===== config.mk =====
export PLATFORM = sky130hd
export DESIGN_NAME = decimal_number_parser
export DESIGN_NICKNAME = d
export VERILOG_FILES = /design/src/design/dnp_pkg.sv /design/src/design/decimal_number_parser.sv /design/src/design/dnp_step.sv
export SDC_FILE = /design/constraint.sdc
export NUM_CORES = 1
export LEC_CHECK = 0
export BUFFER_PORTS_ARGS = -buffer_cell sky130_fd_sc_hd__buf_2
export CAP_MARGIN = 10
export CORE_ASPECT_RATIO = 1.2
export CORE_MARGIN = 10
export CORE_UTILIZATION = 60
export CTS_CLUSTER_DIAMETER = 30
export DETAILED_ROUTE_END_ITERATION = 16
export PLACE_DENSITY = 0.89
export SLEW_MARGIN = 20
export SYNTH_ARGS = -nofsm -noshare
export SYNTH_HDL_FRONTEND = slang
export SYNTH_HIERARCHICAL = 1
export SYNTH_SLANG_ARGS = --single-unit

===== constraint.sdc =====
create_clock -name clk -period 4.7 [get_ports clk]
set_clock_uncertainty 0.05 [all_clocks]
set_input_delay 0.47 -clock clk [delete_from_list [all_inputs] [get_ports clk]]
set_output_delay 0.47 -clock clk [all_outputs]
set_load 0.02 [all_outputs]

===== src/design/dnp_pkg.sv =====
// Package: constants, character codes, and the parser state and result types
`default_nettype none
package dnp_pkg;

  localparam int unsigned MAX_DIGITS = 8;

  localparam int unsigned MANT_W  = 27;
  localparam int unsigned EXP_W   = 8;
  localparam int unsigned CNT_W   = 8;
  localparam int unsigned CHAR_W  = 8;

  localparam logic [CHAR_W-1:0] CH_MINUS = 8'h2D;
  localparam logic [CHAR_W-1:0] CH_PLUS  = 8'h2B;
  localparam logic [CHAR_W-1:0] CH_POINT = 8'h2E;
  localparam logic [CHAR_W-1:0] CH_ZERO  = 8'h30;
  localparam logic [CHAR_W-1:0] CH_NINE  = 8'h39;

  localparam logic signed [EXP_W-1:0] EXP_MAX = 8'sd127;
  localparam logic [CNT_W-1:0]        CNT_MAX = 8'd255;

  typedef struct packed {
    logic                     active;
    logic                     negative;
    logic [MANT_W-1:0]        acc;
    logic signed [EXP_W-1:0]  exp;
    logic [CNT_W-1:0]         dcnt;
    logic                     point;
    logic [CNT_W-1:0]         ccnt;
  } num_state_t;

  typedef struct packed {
    logic                     valid_res;
    logic                     negative;
    logic [MANT_W-1:0]        mantissa;
    logic signed [EXP_W-1:0]  decimal_exponent;
    logic [CNT_W-1:0]         consumed_count;
  } num_result_t;

  localparam num_state_t STATE_CLEAR = '{
    active: 1'b0, negative: 1'b0, acc: '0, exp: '0, dcnt: '0, point: 1'b0, ccnt: '0
  };

endpackage : dnp_pkg
`default_nettype wire


===== src/design/decimal_number_parser.sv =====
// Top level: decimal number parser with input stage and result register
// Takes one ASCII character per cycle and returns sign, mantissa, decimal exponent and
// character count when a character ends the number. Each character is held in the input
// register until the result register can take its outcome, which is where a result word
// is presented; a new character is accepted every cycle unless a result word waits for
// out_ready while the input register is occupied. The mantissa keeps the first
// MAX_DIGITS digits;
// value = (-1)^negative * mantissa * 10^decimal_exponent.
`default_nettype none
module decimal_number_parser #(
  parameter int unsigned MAX_DIGITS = dnp_pkg::MAX_DIGITS
) (
  input  logic                               clk,
  input  logic                               rst_n,
  input  logic                               in_valid,
  output logic                               in_ready,
  input  logic [dnp_pkg::CHAR_W-1:0]         in_char_code,
  input  logic                               in_start_of_number,
  output logic                               out_valid,
  input  logic                               out_ready,
  output logic                               out_valid_res,
  output logic                               out_negative,
  output logic [dnp_pkg::MANT_W-1:0]         out_mantissa,
  output logic signed [dnp_pkg::EXP_W-1:0]   out_decimal_exponent,
  output logic [dnp_pkg::CNT_W-1:0]          out_consumed_count
);
  import dnp_pkg::*;

  logic                s1_valid_r;
  logic [CHAR_W-1:0]   s1_char_r;
  logic                s1_start_r;
  num_state_t          state_r;
  num_state_t          state_nxt;
  logic                emit;
  num_result_t         res;
  num_result_t         res_r;
  logic                out_valid_r;
  logic                adv;
  logic                fire;

  assign adv      = !out_valid_r || out_ready;
  assign fire     = s1_valid_r && adv;
  assign in_ready = !s1_valid_r || adv;

  dnp_step #(
    .MAX_DIGITS (MAX_DIGITS)
  ) u_step (
    .cur             (state_r),
    .char_code       (s1_char_r),
    .start_of_number (s1_start_r),
    .nxt             (state_nxt),
    .emit            (emit),
    .res             (res)
  );

  always_ff @(posedge clk) begin
    if (!rst_n) begin
      s1_valid_r  <= 1'b0;
      out_valid_r <= 1'b0;
      state_r     <= STATE_CLEAR;
    end else begin
      if (in_ready) begin
        s1_valid_r <= in_valid;
      end
      if (fire) begin
        state_r     <= state_nxt;
        out_valid_r <= emit;
      end else if (out_ready) begin
        out_valid_r <= 1'b0;
      end
    end
  end

  always_ff @(posedge clk) begin
    if (in_ready && in_valid) begin
      s1_char_r  <= in_char_code;
      s1_start_r <= in_start_of_number;
    end
    if (fire && emit) begin
      res_r <= res;
    end
  end

  assign out_valid            = out_valid_r;
  assign out_valid_res        = res_r.valid_res;
  assign out_negative         = res_r.negative;
  assign out_mantissa         = res_r.mantissa;
  assign out_decimal_exponent = res_r.decimal_exponent;
  assign out_consumed_count   = res_r.consumed_count;

endmodule : decimal_number_parser
`default_nettype wire


===== src/design/dnp_step.sv =====
// One character step: next parser state and the result word it emits
`default_nettype none
module dnp_step #(
  parameter int unsigned MAX_DIGITS = dnp_pkg::MAX_DIGITS
) (
  input  dnp_pkg::num_state_t           cur,
  input  logic [dnp_pkg::CHAR_W-1:0]    char_code,
  input  logic                          start_of_number,
  output dnp_pkg::num_state_t           nxt,
  output logic                          emit,
  output dnp_pkg::num_result_t          res
);
  import dnp_pkg::*;

  num_state_t              s;
  logic                    is_digit;
  logic                    is_sign;
  logic [MANT_W-1:0]       digit;
  logic [CNT_W-1:0]        dcnt_inc;
  logic [CNT_W-1:0]        ccnt_inc;
  logic                    ok;

  always_comb begin
    s = cur;
    if (start_of_number) begin
      s = STATE_CLEAR;
      s.active = 1'b1;
    end

    is_digit = (char_code >= CH_ZERO) && (char_code <= CH_NINE);
    is_sign  = (char_code == CH_MINUS) || (char_code == CH_PLUS);
    digit    = MANT_W'(char_code - CH_ZERO);
    dcnt_inc = (s.dcnt == CNT_MAX) ? s.dcnt : s.dcnt + 1'b1;
    ccnt_inc = (s.ccnt == CNT_MAX) ? s.ccnt : s.ccnt + 1'b1;

    nxt  = cur;
    emit = 1'b0;

    if (start_of_number || cur.active) begin
      nxt = s;
      if (start_of_number && is_sign) begin
        nxt.negative = (char_code == CH_MINUS);
        nxt.ccnt     = ccnt_inc;
      end else if (is_digit) begin
        nxt.dcnt = dcnt_inc;
        nxt.ccnt = ccnt_inc;
        if (dcnt_inc <= CNT_W'(MAX_DIGITS)) begin
          if (s.point) begin
            nxt.exp = s.exp - 8'sd1;
          end
          nxt.acc = (s.acc << 3) + (s.acc << 1) + digit;
        end else if (!s.point && (s.exp != EXP_MAX)) begin
          nxt.exp = s.exp + 8'sd1;
        end
      end else if ((char_code == CH_POINT) && !s.point) begin
        nxt.point = 1'b1;
        nxt.ccnt  = ccnt_inc;
      end else begin
        emit       = 1'b1;
        nxt.active = 1'b0;
      end
    end

    ok                   = (s.dcnt != '0);
    res.valid_res        = ok;
    res.negative         = ok && s.negative;
    res.mantissa         = ok ? s.acc : '0;
    res.decimal_exponent = ok ? s.exp : '0;
    res.consumed_count   = s.ccnt;
  end

endmodule : dnp_step
`default_nettype wire


# Word-level counts from Yosys, hierarchy flattened
# Index checks and enable logic that the tools add are counted.
[op_classes]
magnitude_cmp = 3
addsub = 7
n_eq_ne = 6
n_reduce_logical = 18
n_mux = 23
[ops]
columns = ["operator", "n"]
rows = [
  ["8-bit two-way mux", 7],
  ["27-bit adder", 2],
  ["54-bit two-way mux", 1],
  ["44-bit two-way mux", 1],
  ["43-bit two-way mux", 1],
  ["27-bit two-way mux", 1],
  ["8-bit by 6-bit == test with 1-bit output (second input constant)", 3],
  ["8-bit by 1-bit adder with 8-bit output (second input constant)", 2],
  ["8-bit == test (second input constant)", 2],
  ["1-bit two-way mux", 11],
  ["9-bit two-way mux", 1],
  ["8-bit by 6-bit subtractor with 9-bit output (second input constant)", 1],
  ["8-bit by 2-bit adder with 8-bit output (second input constant)", 1],
  ["8-bit by 6-bit >= comparator with 1-bit output (second input constant)", 1],
  ["8-bit by 4-bit <= comparator with 1-bit output (second input constant)", 1],
  ["8-bit by 6-bit <= comparator with 1-bit output (second input constant)", 1],
  ["1-bit logical AND", 8],
  ["8-bit != test (second input constant)", 1],
  ["8-bit nonzero test", 1],
  ["8-bit by 2-bit subtractor with 8-bit output (second input constant)", 1],
  ["1-bit logical OR", 4],
  ["1-bit logical NOT", 3],
  ["2-bit AND reduction", 1],
  ["2-bit nonzero test", 1],
]
[totals]
output_inout_bits = 47
word_cells = 73
inputBits = 13
regBits = 110

# Logic depth before layout (Yosys ltp)
# Gate-level depths: netlist of the first run.
[logic_depth]
word_depth = 8
depth_mapped = 18
ltp_nobuf = 16

# Modules after synthesis
# The synthesis of the first run kept the hierarchy.
[by_module_without_submodules]
columns = ["mod", "cells_each", "seq_area_each_um2", "area_per_inst_um2", "instances"]
rows = [
  ["dnp_step", 613, 0.0, 4221.5, 1],
  ["decimal_number_parser", 300, 2742.6, 3923.8, 1],
]

# Worst setup path after synthesis of the first run
# Ideal clock, no wire load.
[synth_timing]
kind = "register to register"
start = "reg s1_char_r[4]"
end = "reg state_r[47] in the netlist's numbering"
synth_period_minus_slack_ns = 4.219
path_buffers = 0
path_slack_ns = 0.481
path_stages_with_launch = 15
arrival_ns = 4.097
setup_time_ns = 0.072
required_time_ns = 4.578
path_cell_list = "edfxtp_1 -> ha_1 -> or3_1 -> inv_1 -> fa_1 -> ha_1 -> a21oi_1 -> o21ai_0 -> a2111oi_0 -> a21oi_1 -> o21a_1 -> o21a_1 -> o32ai_2 -> nand2_1 -> mux2i_1"
[synth_between]
elab_chain_len = 5
elab_cells_between_ends = 12
classes_between = "add/sub: 2; order compare: 2; eq/ne: 2; mux: 3; reduce/logical: 3"
[synth_lines]
columns = ["element", "line_no", "text"]
rows = [
  ["start: declaration", "decimal_number_parser.sv:30", "logic [CHAR_W-1:0] s1_char_r;"],
  ["start signal: assignment", "decimal_number_parser.sv:76", "s1_char_r <= in_char_code;"],
  ["8-bit by 6-bit subtractor with 9-bit output", "dnp_step.sv:32", "digit = MANT_W'(char_code - CH_ZERO);"],
  ["27-bit adder", "dnp_step.sv:51", "nxt.acc = (s.acc << 3) + (s.acc << 1) + digit;"],
  ["27-bit two-way mux", "dnp_step.sv:47", "if (dcnt_inc <= CNT_W'(MAX_DIGITS)) begin"],
  ["43-bit two-way mux", "dnp_step.sv:44", "end else if (is_digit) begin"],
  ["44-bit two-way mux (*)", "dnp_step.sv:41", "if (start_of_number && is_sign) begin"],
  ["end signal: assignment", "decimal_number_parser.sv:66", "state_r <= state_nxt;"],
  ["end: declaration", "decimal_number_parser.sv:32", "num_state_t state_r;"],
]
# Mark *: on every way between the ends. The rest lies on a longest branch, timed or not.
# A chain may end at the register's enable or synchronous reset.

# Worst setup path after layout of the first run
[layout_timing]
start = "reg s1_char_r[4]"
end = "reg state_r[50] in the netlist's numbering"
# The elaborated chain is that of the path after synthesis.

==> metrics, run 1 <==
Post-Synth XOR/XNOR Area 2.80%; EDFF count, synth 54; total net switching power between 0.0005 and 0.0006 W; core area 13200 um2; detail-routed via count per cell between 6 and 7; Setup CP Type register to register; sequential-to-total area share from yosys stat between 30% and 40%; Sw Ratio roughly a quarter; maximum vdd drop 0.175 mV; cell family with most CP delay compound AO/OA/AOI/OAI gates; Clk Tree Root Cell clkbuf_16; Max Cap Violations 0; initial antenna violation count 0; Setup Total Neg Slack 0 ns; slowest CP cell fa_1; initial core utilization between 60% and 70%; yosys warns 6; ANT nets after route 0; antenna cells 0; WP data arrival 4.55 ns; Die ar. between 15000 and 20000 um2; CP Data Required Time 4.86 ns; Worst Setup SP s1_char_r[4]$_DFFE_PP_; vias just under 7000; row count 46; CP Capture Point state_r[50]$_SDFFE_PN0P_; Synth cell types 83; Fmax 0.228 GHz; dpl cell area around 8400 um2; CP bufs+invs 1; DRC Markers 0; Comb pwr share approximately 11%; vias in the first global route around 7000; Seq pwr share 51.6%; R2R Setup Slk around 0.31 ns; pwr/cell area 229 nW/um2; largest cells by area after synthesis edfxtp_1, dfxtp_1, nand2_1, mux2i_1, fa_1; ys async rst share 0%; die width around 130 um; WP depth 14; nets 1019; Synth Instances about 910; Critical R2R Launch s1_char_r[4]$_DFFE_PP_; first-pass GRT wire length 33800 um; Synth area leader edfxtp_1; compound-cell area share of the yosys netlist 16.8%; post-synthesis simple-gate area fraction 22.2%; Synth Area per Inst 8.92 um2; layout cell share with drive strength beyond 1 12.7%; Tmin final between 4 and 5 ns; Max Slew Vio Count 0; RePlAce Congestion around 0.96; total CTS buffers 9; Syn-to-layout area delta 7.10%; final setup fails 0; critical path fanouts, max 11; Worst Hold Slack around 0.23 ns; FF-to-FF End state_r[50]$_SDFFE_PN0P_; hpwl dp around 15000 um; unrepaired setup endpoints after global routing no; mux contribution to synthesized area under 10%; worst hold path class input port to register; GRT Resource Usage Total a little over a fifth; hold buffer count at CTS 0; H-tree depth 3; Worst R2R Path Depth 14; fin cells 1122; Setup Fix Bufs, Post-CTS 0; internal power 0.00146 W; Die Ht 148 um; Initial DRC Count between 600 and 700; GR Overflow Total 0; Leakage Power 3.50 nW; placed insts roughly 1100; largest family of logic cells by synthesized area simple AND/OR/NAND/NOR gates; pin count of the biggest net entering global routing approximately 110; clk sinks 110; port buffer count 59; outcome finished clean; Clock Latency Late Sink 0.36 ns; Post-Synth Adder-Cell Area 11.0%; CTS tree done; Clock Power Share 37.4%; Critical Path End Type register; final period utilization 93.4%; post-DR wirelength/cell approximately 18 um; Yosys top cell area share 19.9%; Fill cells around 1100; CP Launch Type register; Final Cell Area slightly below 9000 um2; Worst-path clk slew about 0.080 ns; syn_nets 983; Cell Chain, Critical Path ha_1 -> or3_1 -> inv_1 -> fa_1 -> ha_1 -> a21oi_1 -> o21ai_0 -> a221o_1 -> or3_1 -> a211oi_1 -> o21ai_0 -> a32o_1 -> nand2_1 -> mux2i_1; worst-margin pin slew ~1.1 ns; TritonRoute pass-1 iters 6; #FFs+latches synth 110; Total Wirelength between 20000 and 25000 um; io pins 60; top_reg_cell synth dfxtp_1; clock tree buffer depth 2; Final Hold Fails 0; Hold Crit Depth 1; Rel. slew slack between 20 and 30%; largest stage delay on the critical path 0.51 ns; post-cts resize count 0; Syn Std Cell Area a little over 8000 um2
worst reg2reg max path, delay by kind of cell, from the launching register on:
family | cells | cell delay (ns)
DFF | 1 | 0.43
muxes | 1 | 0.08
adders and majority gates | 3 | 1.14
AOI/OAI and AO/OA | 6 | 1.31
buffers and inverters | 1 | 0.44
and+or+nand+nor | 3 | 0.78
synth_stat cells, types with 3 or more instances:
master    instances
a31oi_1           4
a211o_1           3
o21bai_1          5
or3_1             7
a211oi_1          6
a21oi_1          48
o21a_1           10
inv_1            46
nand4_1           8
edfxtp_1         54
clkbuf_1         25
and2_1           14
or2_2             3
a22o_1            8
o211ai_1          6
nor2b_1          26
and3_1            9
nor3_1           14
buf_6             5
dfxtp_1          56
buf_4             7
nand2b_1         11
o22ai_1          10
mux2i_1          56
xor2_1           16
xnor2_1          10
nand2_1         175
o21ai_0          37
nor4_1            8
ha_1             33
a21o_1           13
fa_1             24
nor2_1           58
a32o_1            5
buf_2             5
buf_12            6
nand3_1          22
cell families after synthesis:
kind of cell               after synthesis
xor gates and xnor gates                26
and+or+nand+nor                        373
adders and majority gates               57
buffers and inverters                   96
DFF                                    110
muxes                                   57
AOI/OAI and AO/OA                      194
worst min-delay path by stage:
stage / endpoint / startpoint
final: s1_char_r[1]$_DFFE_PP_ / in_char_code[1]
after global routing: s1_char_r[3]$_DFFE_PP_ / in_char_code[3]
after global placement: state_r[49]$_SDFFE_PN0P_ / state_r[49]$_SDFFE_PN0P_
after CTS: s1_char_r[2]$_DFFE_PP_ / in_char_code[2]
after detailed placement: state_r[49]$_SDFFE_PN0P_ / state_r[49]$_SDFFE_PN0P_
after floorplan: state_r[44]$_SDFFE_PN0P_ / state_r[44]$_SDFFE_PN0P_
stage by stage:
step                      setup WS [ns]  total power [W]  util (%)
after CTS                         0.323          0.00201      65.9
after floorplan                   0.481          0.00122         -
after detailed placement          0.342          0.00127      63.7
after global placement            0.448          0.00126      63.7
final                             0.308          0.00200      65.9
after global routing             0.0132          0.00207      65.9
metal layers:
layer,vias up,GRT usage [%],share of wire [%]
met3,69,2.75,5.5
met1,3279,25.1,40
met2,290,37.5,50
li1,3299,-,-
met5,-,0,0
met4,0,11.9,4.4
power groups by stage:
stage	sequential [W]	clock, W	combinational [W]
finish	0.00103	0.000748	0.000218
floorplan	0.00107	0	0.000147
global route	0.00103	0.000799	0.000235
CTS	0.00103	0.000761	0.000216
detailed placement	0.00105	0	0.000215
global placement	0.00105	0	0.000211
registers in the layout, summed over array words and instances (netlist names), 8 cells and up:
signal / cells
state_r: 54
out_mantissa: 27
out_consumed_count: 8
out_decimal_exponent: 8
s1_char_r: 8
layout make-up:
type                    count  area (um2)  area share (%)
repair buffers             74         423            4.85
inverters                  47         176            2.02
clock inverters             6        55.1           0.631
multi-input cells         707        4890            56.0
flip-flops and latches    110        2740            31.4
clock buffers              10         229            2.62
well taps                 168         210            2.41
placed cells by master, fill, tap and decap left out, types with 6 or more instances in the layout:
cell type / synthesis / layout
nor2b_1: 26 / 25
xor2_1: 16 / 16
buf_2: 5 / 58
o21ai_0: 37 / 37
o22ai_1: 10 / 10
fa_1: 24 / 24
nor2_1: 58 / 56
ha_1: 33 / 33
o21a_1: 10 / 10
nor4_1: 8 / 8
edfxtp_1: 54 / 54
or3_1: 7 / 7
nand2b_1: 11 / 11
nor3_1: 14 / 14
nand3_1: 22 / 22
nand4_1: 8 / 8
xnor2_1: 10 / 10
a22o_1: 8 / 8
a211oi_1: 6 / 6
a21oi_1: 48 / 48
buf_4: 7 / 15
o211ai_1: 6 / 6
nand2_1: 175 / 175
inv_1: 46 / 46
and3_1: 9 / 9
clkbuf_16: 0 / 9
mux2i_1: 56 / 56
a21o_1: 13 / 13
dfxtp_1: 56 / 56
and2_1: 14 / 14
Power figures use the tool's default switching activity.
==> run 2, diff against run 1 <==
--- a/config.mk
+++ b/config.mk
@@ -12,9 +12,10 @@
 export CORE_UTILIZATION = 60
 export CTS_CLUSTER_DIAMETER = 30
 export DETAILED_ROUTE_END_ITERATION = 16
-export PLACE_DENSITY = 0.89
+export GPL_TIMING_DRIVEN = 0
+export PLACE_DENSITY = 0.9
 export SLEW_MARGIN = 20
 export SYNTH_ARGS = -nofsm -noshare
 export SYNTH_HDL_FRONTEND = slang
-export SYNTH_HIERARCHICAL = 1
 export SYNTH_SLANG_ARGS = --single-unit
+export TNS_END_PERCENT = 100
==> run 2 against run 1 <==
Combinational power down 6%. Sequential share of layout area rose by 3.6 points. Clock power decreased by 5.5%. Routed wire length is 11% lower. Final cell count shrank 13%. Clock-buffer cell count did not move. Sequential cell count did not move. Via count decreased by 13%. Critical path depth up 1. Sequential power is essentially flat. Synthesized cell count down 19%.
==> metrics, run 2 <==
critical path fanouts, max 10; pin count of the biggest net entering global routing 18; hold buffer count at CTS 0; dpl cell area about 7400 um2; hpwl dp 13400 um; clock tree buffer depth 2; post-DR wirelength/cell approximately 18 um; nets 888; vias approximately 6000; ys async rst share 0%; Final Cell Area between 7000 and 8000 um2; syn_nets 805; placed insts between 900 and 1000; CP bufs+invs 4; Clk Tree Root Cell clkbuf_16; DRC Markers 0; port buffer count 59; final period utilization a little over nine tenths; vias in the first global route ~6000; top_reg_cell synth dfxtp_1; Largest Register state_r; Multi-input gate area roughly 4000 um2; Cell Chain, Critical Path clkbuf_4 -> clkbuf_2 -> buf_2 -> clkbuf_4 -> nor2b_2 -> fa_1 -> ha_1 -> o21a_1 -> o2111a_1 -> a221o_1 -> a311oi_4 -> or3_1 -> o21ai_0 -> xnor2_1 -> a22o_1; worst-margin pin slew roughly 1.1 ns; Rel. slew slack 26.5%; Die Ht between 100 and 150 um; TritonRoute pass-1 iters 5; Register Area about 2700 um2; met1 wire length 6870 um; Max Slew Vio Count 0; CTS tree done; cell family with most CP delay compound AO/OA/AOI/OAI gates; unrepaired setup endpoints after global routing no; WP data arrival 4.73 ns; Max Cap Violations 0; largest cells by area after synthesis edfxtp_1, dfxtp_1, fa_1, ha_1, nand2_1; Final Hold Fails 0; Worst-path clk slew about 0.08 ns; Critical Path End Type register; pwr/cell area between 200 and 250 nW/um2; Synth cell types a little over 70; Synth area leader edfxtp_1; Initial DRC Count 570; antenna cells 0; GR Overflow Total 0; #FFs+latches synth between 100 and 150; initial core utilization 61.7%; fin cells 977; outcome finished clean; yosys warns 0; CP most frequent cell clkbuf_4; die width around 120 um; slowest CP cell fa_1; Worst Hold Slack ~0.24 ns; Setup CP Type register to register; Synth Instances between 700 and 800; clk sinks 110; WL met2 9370 um; met3 wire length around 1100 um; Yosys top cell area share 23.6%; ANT nets after route 0; Die ar. approximately 16000 um2; most frequent cell after synthesis nand2_1; Fmax 0.221 GHz; CP Launch Type register; EDFF count, synth 54; total CTS buffers 9; initial antenna violation count 0; Syn Std Cell Area 6870 um2; Total Wirelength 18000 um; Syn-to-layout area delta 14.0%; final setup fails 0; top routing layer used met4; Tmin final roughly 4.5 ns; Clock Latency Late Sink roughly 0.36 ns; layout cell share with drive strength beyond 1 about 15%; Synth Area per Inst just over 9 um2; H-tree depth 3; row count 42; io pins 60; CP Data Required Time 4.90 ns; first-pass GRT wire length just under 30000 um; RePlAce Congestion around 0.91; worst hold path class input port to register; largest stage delay on the critical path between 0.4 and 0.5 ns; Leakage Power 3.20 nW; GRT Resource Usage Total between 20 and 25%; most frequent cells in the layout nand2_1, buf_2, o21ai_0; list of most frequent post-synthesis cells nand2_1, o21ai_0, dfxtp_1, edfxtp_1, inv_1; detail-routed via count per cell around 6.2; commonest non-fill, non-tap cell in the layout nand2_1; Fill cells approximately 840; maximum vdd drop about 0.15 mV; sequential-to-total area share from yosys stat between 30% and 40%; number of flip-flops in the largest register 54; core area 11100 um2
-- run 2: cell count changes after synthesis, sizes merged, moves of 10 or more --
| cell | previous run | this run |
|---|---|---|
| mux2i | 57 | 7 |
| o22ai | 11 | 1 |
| o21ai | 40 | 59 |
| buf | 24 | 4 |
| nor2 | 59 | 46 |
| a21oi | 50 | 40 |
| nand2 | 177 | 78 |
| and2 | 14 | 28 |
-- run 2: final timing paths --
check,from,slack (ns),end,cells past startpoint
max,s1_start_r$_DFFE_PP_,0.17,state_r[51]$_SDFFE_PN0P_,15
min,in_start_of_number,0.24,s1_start_r$_DFFE_PP_,1
max reg2reg,s1_start_r$_DFFE_PP_,0.17,state_r[51]$_SDFFE_PN0P_,15
min reg2reg,state_r[35]$_SDFFE_PN0P_,0.40,state_r[35]$_SDFFE_PN0P_,2
-- run 2: timing repair --
action                     CTS  global route
setup endpoints to repair   15             8
buffers inserted             0            11
resized for setup           12            14
pin swaps                    0             0
hold endpoints to repair     0             0
-- run 2: through the flow --
stage               util, %  power (W)  setup WS, ns  setup TNS [ns]
floorplan                 -    0.00118         0.347               0
global placement       66.1    0.00123        -0.895          -21.21
detailed placement     66.5    0.00125        -0.990           -6.59
CTS                    69.2    0.00193        0.0121               0
global route           70.3    0.00200       0.00151               0
finish                 70.3    0.00195         0.174               0
-- run 2: final cells by class --
class                      instances  area share, %
tap                              154           2.46
inverter                          51           2.53
sequential                       110           35.0
timing repair buffer              73           5.35
multi-input combinational        545           49.6
clock buffer                      10           2.92
buffer                            28           1.60
clock inverter                     6          0.479
-- run 2: where the power goes --
group	switching (W)	total, W	internal (W)
clock network	0.000349	0.000707	0.000358
logic	0.000135	0.000204	0.0000692
registers	0.0000111	0.00103	0.00102
-- run 2: cells by family after synthesis --
| group | after synthesis | share of synthesized area [%] |
|---|---|---|
| flops | 110 | 39.9 |
| xor+xnor | 27 | 3.44 |
| fa+ha+maj | 57 | 13.0 |
| compound gates | 193 | 18.7 |
| simple gates | 261 | 19.5 |
| mux | 7 | 1.02 |
| buf+inv | 80 | 4.44 |
-- run 2: routing by layer --
layer	vias up	GRT usage [%]
met5	-	0
met4	0	11.7
met3	65	3.85
met2	260	41.4
met1	2902	23.5
li1	2786	-
==> run 3, diff against run 2 <==
--- a/config.mk
+++ b/config.mk
@@ -9,11 +9,11 @@
 export CAP_MARGIN = 10
 export CORE_ASPECT_RATIO = 1.2
 export CORE_MARGIN = 10
-export CORE_UTILIZATION = 60
+export CORE_UTILIZATION = 61
 export CTS_CLUSTER_DIAMETER = 30
 export DETAILED_ROUTE_END_ITERATION = 16
 export GPL_TIMING_DRIVEN = 0
-export PLACE_DENSITY = 0.9
+export PLACE_DENSITY = 0.91
 export SLEW_MARGIN = 20
 export SYNTH_ARGS = -nofsm -noshare
 export SYNTH_HDL_FRONTEND = slang
==> run 3 against run 2 <==
Sequential cell count is the same. First-iteration DRC count grew 4.6%. Sequential power is essentially flat. Critical endpoint unchanged. Largest power group unchanged.
==> metrics, run 3 (synthesis gave the netlist of run 2 again) <==
hpwl dp 13700 um; die width around 120 um; Critical Path End Type register; Leakage Power roughly 3.2 nW; vias ~6000; Register Area roughly 2700 um2; Clock Latency Late Sink around 0.36 ns; GRT Resource Usage Total 23.7%; Initial DRC Count roughly 600; H-tree depth 3; pre-CTS setup slack -0.983 ns; Setup CP Type register to register; GR Overflow Total 0; CP Launch Type register; final core utilization a little over two thirds; worst hold path class input port to register; Rel. slew slack 24.0%; pwr/cell area roughly 250 nW/um2; final setup margin around 0.15 ns; core area 11000 um2; antenna cells 0; Die Ht 136 um; Final Hold Fails 0; critical path fanouts, max 10; outcome finished clean; pin count of the biggest net entering global routing 19; Comb pwr share between 10% and 20%; Clk Tree Root Cell clkbuf_16; clock tree buffer depth 2; Setup Total Neg Slack 0 ns; RePlAce Congestion around 0.94; CTS tree done; Clock Power Share between 30% and 40%; Tmin final between 4 and 5 ns; layout cell share with drive strength beyond 1 roughly 14%; Seq pwr share between 50% and 60%; worst-margin pin slew between 1 and 1.5 ns; Die ar. ~16000 um2; DRC Markers 0; initial core utilization 62.3%; WP data arrival about 4.8 ns; internal power about 0.0015 W; Fill cells 773; Syn-to-layout area delta 12.9%; Fmax between 0.2 and 0.25 GHz; total net switching power approximately 0.0005 W; Sw Ratio between 20% and 30%; row count 42; number of flip-flops in the largest register 54; maximum vdd drop between 0.15 and 0.2 mV; ANT nets after route 0; total CTS buffers 9; Multi-input gate area approximately 3900 um2; TritonRoute pass-1 iters 5; commonest non-fill, non-tap cell in the layout nand2_1; Largest Register state_r; detail-routed via count per cell 6.41; hold buffer count at CTS 0; Total Wirelength ~19000 um; Max Cap Violations 0; first-pass GRT wire length between 20000 and 30000 um; Worst-path clk slew approximately 0.070 ns; nets between 800 and 900; post-DR wirelength/cell about 20 um; most frequent cells in the layout nand2_1, buf_2, o21ai_0; R2R Setup Slk around 0.15 ns; Max Slew Vio Count 0; port buffer count just under 60; CP Data Required Time roughly 5 ns; vias in the first global route ~6100; clk sinks 110; final setup fails 0; io pins 60; final period utilization between 90% and 100%; initial antenna violation count 0
-- run 3: final cells by class --
| cell class | count | area share, % |
|---|---|---|
| Inverter | 51 | 2.55 |
| Buffer | 27 | 1.55 |
| Clock inverter | 6 | 0.565 |
| Timing Repair Buffer | 66 | 4.73 |
| Tap cell | 132 | 2.13 |
| Sequential cell | 110 | 35.4 |
| Multi-Input combinational cell | 545 | 50.0 |
| Clock buffer | 10 | 3.08 |
-- run 3: what timing repair did --
item                       4_1_cts  5_1_grt
buffers inserted                 4        0
setup endpoints to repair       15        7
resized for setup               10       13
cloned                           0        0
-- run 3: power by group through the flow --
stage | registers [W] | logic (W) | clock network, W
2_1_floorplan | 0.00107 | 0.000107 | 0
3_3_place_gp | 0.00106 | 0.000176 | 0
3_5_place_dp | 0.00106 | 0.000189 | 0
4_1_cts | 0.00103 | 0.000194 | 0.000740
5_1_grt | 0.00104 | 0.000214 | 0.000777
6_report | 0.00103 | 0.000198 | 0.000739
-- run 3: path summary, 6_finish.rpt --
check,start,to,depth (start not counted)
setup reg to reg,s1_start_r$_DFFE_PP_,state_r[51]$_SDFFE_PN0P_,14
setup / recovery,s1_start_r$_DFFE_PP_,state_r[51]$_SDFFE_PN0P_,14
hold reg to reg,state_r[31]$_SDFFE_PN0P_,state_r[31]$_SDFFE_PN0P_,2
hold / removal,in_char_code[5],s1_char_r[5]$_DFFE_PP_,1
-- run 3: metrics by stage --
stage / hold WS (ns) / cell area [um2] / std cells / total power [W]
2_1_floorplan: 0.367 / 6880 / 735 / 0.00118
3_3_place_gp: 0.376 / 7340 / 926 / 0.00123
5_1_grt: 0.231 / 7760 / 947 / 0.00203
3_5_place_dp: 0.394 / 7380 / 929 / 0.00125
6_report: 0.237 / 7760 / 947 / 0.00197
4_1_cts: 0.235 / 7710 / 948 / 0.00197
-- run 3: critical path, stage by stage, from the launching register on --
cell	delay (ns)
edfxtp_1	0.47
clkbuf_4	0.29
clkbuf_2	0.29
clkbuf_2	0.33
nor2b_4	0.10
fa_1	0.53
fa_1	0.53
a211oi_2	0.28
o21ai_0	0.21
a221o_1	0.42
a311oi_4	0.34
or3_1	0.16
o21ai_0	0.09
xnor2_1	0.15
a22o_1	0.19
-- run 3: routing by layer --
metal,vias up,global-route usage (%),share of wire (%)
li1,2767,-,-
met1,2903,25.8,37
met2,328,42.8,52
met3,70,3.40,6.4
met4,0,13.1,4.5
met5,-,0,0
